**src/rtl/core/kreg_pkg.sv**
```systemverilog
// Shared constants and types for the key registry resolve and insert unit.
package kreg_pkg;

   localparam int TableEntries = 64;
   localparam int KeyBytes     = 16;
   localparam int SlotW        = $clog2(TableEntries);
   localparam int CountW       = $clog2(TableEntries + 1);
   localparam int KeyIdxW      = $clog2(KeyBytes);
   localparam int LenW         = $clog2(KeyBytes + 1);
   localparam int MemDepth     = TableEntries * KeyBytes;
   localparam int MemAddrW     = $clog2(MemDepth);

   localparam logic [7:0] OWN_NAMESPACE = 8'd2;
   localparam logic [7:0] CHAR_UPPER_A  = 8'h41;
   localparam logic [7:0] CHAR_UPPER_Z  = 8'h5a;
   localparam logic [7:0] CASE_OFFSET   = 8'h20;

   localparam logic [1:0] ACT_KEY   = 2'd0;
   localparam logic [1:0] ACT_CHECK = 2'd1;
   localparam logic [1:0] ACT_CLEAR = 2'd2;

   localparam logic [2:0] ST_OK      = 3'd0;
   localparam logic [2:0] ST_INVALID = 3'd1;
   localparam logic [2:0] ST_VERSION = 3'd2;
   localparam logic [2:0] ST_UNKNOWN = 3'd3;
   localparam logic [2:0] ST_DENIED  = 3'd4;
   localparam logic [2:0] ST_FULL    = 3'd5;

   localparam logic CSR_VERSION = 1'b0;
   localparam logic CSR_LIMIT   = 1'b1;

   typedef struct packed {
      logic              clear_table;
      logic              clear_key;
      logic              take_byte;
      logic              slot_load;
      logic              slot_reset;
      logic              byte_reset;
      logic              byte_advance;
      logic              cmp_clear;
      logic              insert_write;
      logic              insert_commit;
   } ctrl_cmd_type;

   typedef struct packed {
      logic              key_bad;
      logic              slots_done;
      logic              slot_len_ok;
      logic              byte_done;
      logic              byte_mismatch;
      logic              table_full;
      logic              copy_done;
   } ctrl_status_type;

   function automatic logic [7:0] fold_lower(input logic [7:0] c);
      if (c >= CHAR_UPPER_A && c <= CHAR_UPPER_Z) begin
         return c + CASE_OFFSET;
      end
      return c;
   endfunction

endpackage

```
**src/rtl/core/kreg_control.sv**
```systemverilog
// Sequencer for key search, insert, handle check and clear.
module kreg_control (
   input  logic                      clock,
   input  logic                      reset,
   input  logic                      start,
   output logic                      busy,
   input  logic [1:0]                req_action,
   input  logic                      req_key_last,
   input  logic                      req_confirm,
   input  logic [31:0]               req_query_handle,
   input  logic [7:0]                table_version,
   input  kreg_pkg::ctrl_status_type stat,
   input  logic [kreg_pkg::CountW-1:0] entry_total,
   input  logic [kreg_pkg::SlotW-1:0]  slot_index,
   output kreg_pkg::ctrl_cmd_type    cmd,
   output logic                      rsp_valid,
   output logic [2:0]                rsp_status,
   output logic [31:0]               rsp_result_handle,
   output logic [6:0]                rsp_entries_held
);
   import kreg_pkg::*;

   localparam logic [2:0] S_IDLE   = 3'd0;
   localparam logic [2:0] S_LEN    = 3'd1;
   localparam logic [2:0] S_CMP    = 3'd2;
   localparam logic [2:0] S_DECIDE = 3'd3;
   localparam logic [2:0] S_COPY   = 3'd4;
   localparam logic [2:0] S_FIRST  = 3'd5;

   logic [2:0]  state_ff, state_in;
   logic        confirm_ff, confirm_in;
   logic        rsp_valid_ff, rsp_valid_in;
   logic [2:0]  status_ff, status_in;
   logic [31:0] handle_ff, handle_in;
   logic [6:0]  held_ff, held_in;
   logic [15:0] q_slot;
   logic        accept;

   assign accept = start && !busy;
   assign busy   = state_ff != S_IDLE;
   assign q_slot = req_query_handle[15:0];

   function automatic logic [31:0] make_handle(input logic [7:0] ver,
                                                input logic [15:0] slot);
      return {OWN_NAMESPACE, ver, slot};
   endfunction

   always_comb begin
      state_in     = state_ff;
      confirm_in   = confirm_ff;
      rsp_valid_in = 1'b0;
      status_in    = status_ff;
      handle_in    = handle_ff;
      held_in      = held_ff;
      cmd          = '0;
      case (state_ff)
         S_IDLE: begin
            if (accept) begin
               case (req_action)
                  ACT_KEY: begin
                     cmd.take_byte = 1'b1;
                     confirm_in    = req_confirm;
                     if (req_key_last) begin
                        cmd.slot_reset = 1'b1;
                        cmd.byte_reset = 1'b1;
                        state_in       = S_FIRST;
                     end
                  end
                  ACT_CHECK: begin
                     rsp_valid_in = 1'b1;
                     handle_in    = '0;
                     held_in      = 7'(entry_total);
                     if (req_query_handle[31:24] != OWN_NAMESPACE) begin
                        status_in = ST_INVALID;
                     end else if (req_query_handle[23:16] != table_version) begin
                        status_in = ST_VERSION;
                     end else if (q_slot == '0 || q_slot > 16'(entry_total)) begin
                        status_in = ST_UNKNOWN;
                     end else begin
                        status_in = ST_OK;
                     end
                  end
                  ACT_CLEAR: begin
                     cmd.clear_table = 1'b1;
                     cmd.clear_key   = 1'b1;
                     rsp_valid_in    = 1'b1;
                     status_in       = ST_OK;
                     handle_in       = '0;
                     held_in         = '0;
                  end
                  default: begin
                  end
               endcase
            end
         end
         S_FIRST: begin
            if (stat.key_bad) begin
               rsp_valid_in  = 1'b1;
               status_in     = ST_INVALID;
               handle_in     = '0;
               held_in       = 7'(entry_total);
               cmd.clear_key = 1'b1;
               state_in      = S_IDLE;
            end else if (stat.slots_done) begin
               state_in = S_DECIDE;
            end else begin
               cmd.cmp_clear = 1'b1;
               state_in      = S_LEN;
            end
         end
         S_LEN: begin
            if (stat.slot_len_ok) begin
               state_in = S_CMP;
            end else begin
               cmd.slot_load  = 1'b1;
               cmd.byte_reset = 1'b1;
               state_in       = S_FIRST;
            end
         end
         S_CMP: begin
            if (stat.byte_done) begin
               if (!stat.byte_mismatch) begin
                  rsp_valid_in  = 1'b1;
                  status_in     = ST_OK;
                  handle_in     = make_handle(table_version, 16'(slot_index) + 16'd1);
                  held_in       = 7'(entry_total);
                  cmd.clear_key = 1'b1;
                  state_in      = S_IDLE;
               end else begin
                  cmd.slot_load  = 1'b1;
                  cmd.byte_reset = 1'b1;
                  state_in       = S_FIRST;
               end
            end else begin
               cmd.byte_advance = 1'b1;
            end
         end
         S_DECIDE: begin
            if (!confirm_ff || stat.table_full) begin
               rsp_valid_in  = 1'b1;
               status_in     = confirm_ff ? ST_FULL : ST_DENIED;
               handle_in     = '0;
               held_in       = 7'(entry_total);
               cmd.clear_key = 1'b1;
               state_in      = S_IDLE;
            end else begin
               cmd.byte_reset = 1'b1;
               state_in       = S_COPY;
            end
         end
         S_COPY: begin
            if (stat.copy_done) begin
               cmd.insert_commit = 1'b1;
               cmd.clear_key     = 1'b1;
               rsp_valid_in      = 1'b1;
               status_in         = ST_OK;
               handle_in         = make_handle(table_version, 16'(entry_total) + 16'd1);
               held_in           = 7'(entry_total + 1'b1);
               state_in          = S_IDLE;
            end else begin
               cmd.insert_write = 1'b1;
               cmd.byte_advance = 1'b1;
            end
         end
         default: begin
            state_in = S_IDLE;
         end
      endcase
   end

   always_ff @(posedge clock) begin
      if (reset) begin
         state_ff     <= S_IDLE;
         rsp_valid_ff <= 1'b0;
      end else begin
         state_ff     <= state_in;
         rsp_valid_ff <= rsp_valid_in;
      end
   end

   always_ff @(posedge clock) begin
      confirm_ff <= confirm_in;
      status_ff  <= status_in;
      handle_ff  <= handle_in;
      held_ff    <= held_in;
   end

   assign rsp_valid         = rsp_valid_ff;
   assign rsp_status        = status_ff;
   assign rsp_result_handle = handle_ff;
   assign rsp_entries_held  = held_ff;

`ifndef SYNTHESIS
   a_busy_no_rsp_idle: assert property (@(posedge clock) disable iff (reset)
      (accept && req_action == ACT_KEY && !req_key_last) |=> !rsp_valid)
      else $error("result on inner key byte");
   a_done_idle: assert property (@(posedge clock) disable iff (reset)
      rsp_valid |-> state_ff == S_IDLE) else $error("result while searching");
   a_fail_zero: assert property (@(posedge clock) disable iff (reset)
      (rsp_valid && rsp_status != ST_OK) |-> rsp_result_handle == '0)
      else $error("handle on failed result");
`endif
endmodule

```
**config.mk**
```make
export PLATFORM = sky130hd
export DESIGN_NAME = kreg_control
export DESIGN_NICKNAME = d
export VERILOG_FILES = /design/src/rtl/core/kreg_pkg.sv /design/src/rtl/core/kreg_control.sv
export SDC_FILE = /design/constraint.sdc
export NUM_CORES = 1
export LEC_CHECK = 0
export ABC_CLOCK_PERIOD_IN_PS = 2600
export BUFFER_PORTS_ARGS = -buffer_cell sky130_fd_sc_hd__buf_2
export CAP_MARGIN = 0
export CORE_ASPECT_RATIO = 0.6
export CORE_UTILIZATION = 45
export CTS_CLUSTER_SIZE = 28
export DETAILED_ROUTE_END_ITERATION = 10
export PLACE_DENSITY = 0.8
export SYNTH_ARGS = -nofsm -noshare
export SYNTH_HDL_FRONTEND = slang
export SYNTH_SLANG_ARGS = --single-unit
```
**constraint.sdc**
```tcl
create_clock -name clock -period 2.6 [get_ports clock]
set_clock_uncertainty 0.1 [all_clocks]
set_input_delay 0.52 -clock clock [delete_from_list [all_inputs] [get_ports clock]]
set_output_delay 0.52 -clock clock [all_outputs]
set_load 0.03 [all_outputs]
```
==> flow_metrics.py <==
metrics = {
    "floorplan": {
        "rows": 19,
        "start_util_pct": 48.01,
        "die_w_um": 93.48,
        "num_io_pins": 121,
        "core_mm2": 0.004707,
        "die_height_um": 56.89,
        "die_area_mm2": 0.005318,
    },
    "global_route": {
        "gr-total-overflow": 0,
        "grt_max_degree": 18,
        "grt_pass1_vias": 1888,
        "antenna_found_initial": 0,
        "grt_pass1_wl_mm": 8.514,
        "grt_usage_pct": 21.27,
    },
    "synth": {
        "ys_warn_count": 0,
        "syn_area_per_cell_um2": 9.782,
        "synthArstFlopShare_pct": 0,
        "synth-main-ff-cell": "edfxtp_1",
        "ys_seq_elements": 32,
        "ys_seq_area_share_pct": 40.75,
        "ys_types": 51,
        "syn_inst": 231,
        "synth-edff-count": 28,
        "synth.cell_area_mm2": 0.002260,
    },
    "worst_setup_path": {
        "cpPeakStageDelay_ns": 0.52,
        "endpoint_kind": "primary output",
        "r2r-start": "state_ff[1]",
        "cp_cell_sequence": "and2b_1 > nand2_1 > o21ai_0 > a2111o_1 > buf_2",
        "crit_slowest_cell": "dfxtp_1",
        "crit_path_start_kind": "flip-flop",
        "critPathRequiredTime_ns": 1.98,
        "reg2reg_to": "rsp_result_handle[21]",
        "critical_path_class": "reg -> out",
        "arrival_ns": 1.86,
        "ff2ff_path_depth": 7,
        "critPathBufInv": 1,
        "path_delay_family": "flip-flops",
        "r2r_setup_slack_ns": 0.49,
        "crit_path_max_fanout": 10,
    },
    "cells_and_area": {
        "area_growth_pct": 27.41,
        "finalCoreUtilization_pct": 61.16,
        "final_common_cell": "buf_2",
        "antenna_cells": 0,
        "fin_nets": 420,
        "drive_gt1_share_pct": 39.59,
        "final_cell_mix": "buf_2, edfxtp_1, nor2_1",
    },
    "clock_network": {
        "htreeDepth": 2,
        "cts_buffers": 5,
        "clockRootBuffer": "clkbuf_8",
        "clock_sinks": 32,
        "clock_latency_ns": 0.28,
        "postCtsSetupRepairBufs": 0,
        "clkTransAtPathRegs_ns": 0.06,
        "cts_buffer_depth": 2,
        "cts_tree": "built",
    },
    "detailed_routing": {
        "first_iter_violations": 102,
        "drtAntennaViolNets": 0,
        "vias": 2098,
        "routed_wl_mm": 5.621,
        "dr.pass1.iters": 4,
        "drc": 0,
        "avgRoutedWirePerCell_um": 13.91,
        "viasPerCell": 5.193,
    },
    "sta": {
        "setup_ws_ns": 0.1177,
        "holdWs_ns": 0.3140,
        "drv_slew": 0,
        "setup-violations-final": 0,
        "max_freq_ghz": 0.4028,
        "fin_crit_sh_pct": 95.47,
        "fin_crit_ns": 2.482,
        "rsz0062_at_grt": "false",
        "final-hold-violation-count": 0,
        "fin_tns_setup_ns": 0,
    },
    "worst_hold_path": {
        "hp-class": "in -> reg",
        "hp-start": "req_confirm",
        "holdPathStages": 1,
        "whs_endpoint": "confirm_ff",
    },
    "pwr": {
        "p_sw_share_pct": 33.78,
        "p_leak_nw": 1.327,
        "p_total_mw": 1.412,
        "combinationalPowerShare_pct": 29.4,
        "p_clk_share_pct": 25.9,
        "intPower_mw": 0.9350,
        "seq_power_share_pct": 44.6,
        "ir_worst_vdd_mv": 0.2770,
        "power_switching_mw": 0.4769,
        "p_per_area_mw_per_mm2": 490.4,
    },
    "placement": {
        "post-place-ws_ns": 0.3263,
        "port_buffers": 105,
        "place_congestion": 0.8214,
        "dp_hpwl_mm": 4.435,
    },
    "status": {
        "status": "finished clean",
    },
    "run": {
        "cap_violations": 0,
    },
}
[layer usage]
layer,vias to the layer above,global-route usage (%),routed length [µm]
met3,5,4.878,495
met1,958,30.12,2559
li1,1027,-,-
met2,108,32.67,2520
met5,-,0,0
met4,0,5.714,46
[registers in the layout, indices dropped and copies added, names as in the netlist]
name / count
rsp_status: 3
rsp_entries_held: 7
rsp_result_handle: 17
confirm_ff: 1
state_ff: 3
rsp_valid: 1
[cells by family (layout without fill, tap and decap cells)]
| logic type | Yosys count | in the layout | share of synthesized area [%] |
|---|---|---|---|
| AOI/OAI and AO/OA | 52 | 52 | 16.00 |
| xor gates and xnor gates | 17 | 17 | 6.589 |
| buffers and inverters | 35 | 131 | 9.302 |
| adders and majority gates | 12 | 12 | 6.644 |
| DFF | 32 | 32 | 40.75 |
| and+or+nand+nor | 82 | 82 | 20.54 |
| other | 1 | 15 | 0.1660 |
[synth_stat cells (3+ instances only)]
master	instances	area (µm²)
nor2_1	16	60.06
a21oi_1	14	70.07
and3_1	6	37.54
buf_4	16	120.1
buf_2	3	15.01
xnor2_1	15	131.4
nand2_1	12	45.04
o21ai_0	13	65.06
nor3_1	3	15.01
dfxtp_1	4	80.08
edfxtp_1	28	840.8
inv_1	13	48.80
nand2b_1	3	18.77
nand4_1	4	25.02
and2_1	8	50.05
nand3_1	7	35.03
o22ai_1	6	37.54
nor4_1	6	37.54
ha_1	12	150.1
[layout make-up]
cell class              count  area (µm²)
fillers                   410        1828
multi-input cells         178        1185
flip-flops and latches     32       922.1
repair buffers            110       563.0
well taps                  63       78.83
clock buffers               6       72.57
inverters                  14       52.55
clock inverters             1       5.005
[worst max path at each step]
| stage | start | to | slack, ns | depth (start not counted) |
|---|---|---|---|---|
| after floorplan | start | rsp_result_handle[0] | 0.22 | 5 |
| after global placement | req_action[0] | cmd[8] | 0.38 | 6 |
| after detailed placement | entry_total[1] | rsp_status[0] | 0.33 | 8 |
| after CTS | state_ff[2] | cmd[8] | 0.03 | 5 |
| after global routing | state_ff[1] | cmd[8] | 0.006 | 5 |
| final | state_ff[1] | cmd[8] | 0.12 | 5 |
[stage by stage]
step / std cells / area, µm²
3_5_place_dp: 397 / 2800
3_3_place_gp: 397 / 2800
6_report: 404 / 2879
5_1_grt: 404 / 2879
4_1_cts: 404 / 2878
2_1_floorplan: 245 / 2312
[worst register-to-register path: cells and delay by family (launching register included)]
family          cells  cell delay [ns]
compound gates      3             0.41
buf+inv             2             0.48
flops               1             0.52
simple gates        2             0.28
[power groups by stage]
stage / combinational, mW / clock [mW] / sequential, mW
floorplan: 0.196 / 0 / 0.724
CTS: 0.417 / 0.369 / 0.631
detailed placement: 0.415 / 0 / 0.641
global route: 0.447 / 0.394 / 0.634
finish: 0.416 / 0.366 / 0.630
global placement: 0.408 / 0 / 0.640
[repair_timing]
action,4_1_cts,5_1_grt
setup endpoints to repair,0,2
gates resized for setup,0,1
hold buffers,0,0
Note: power is estimated with default switching activity, not from simulation.
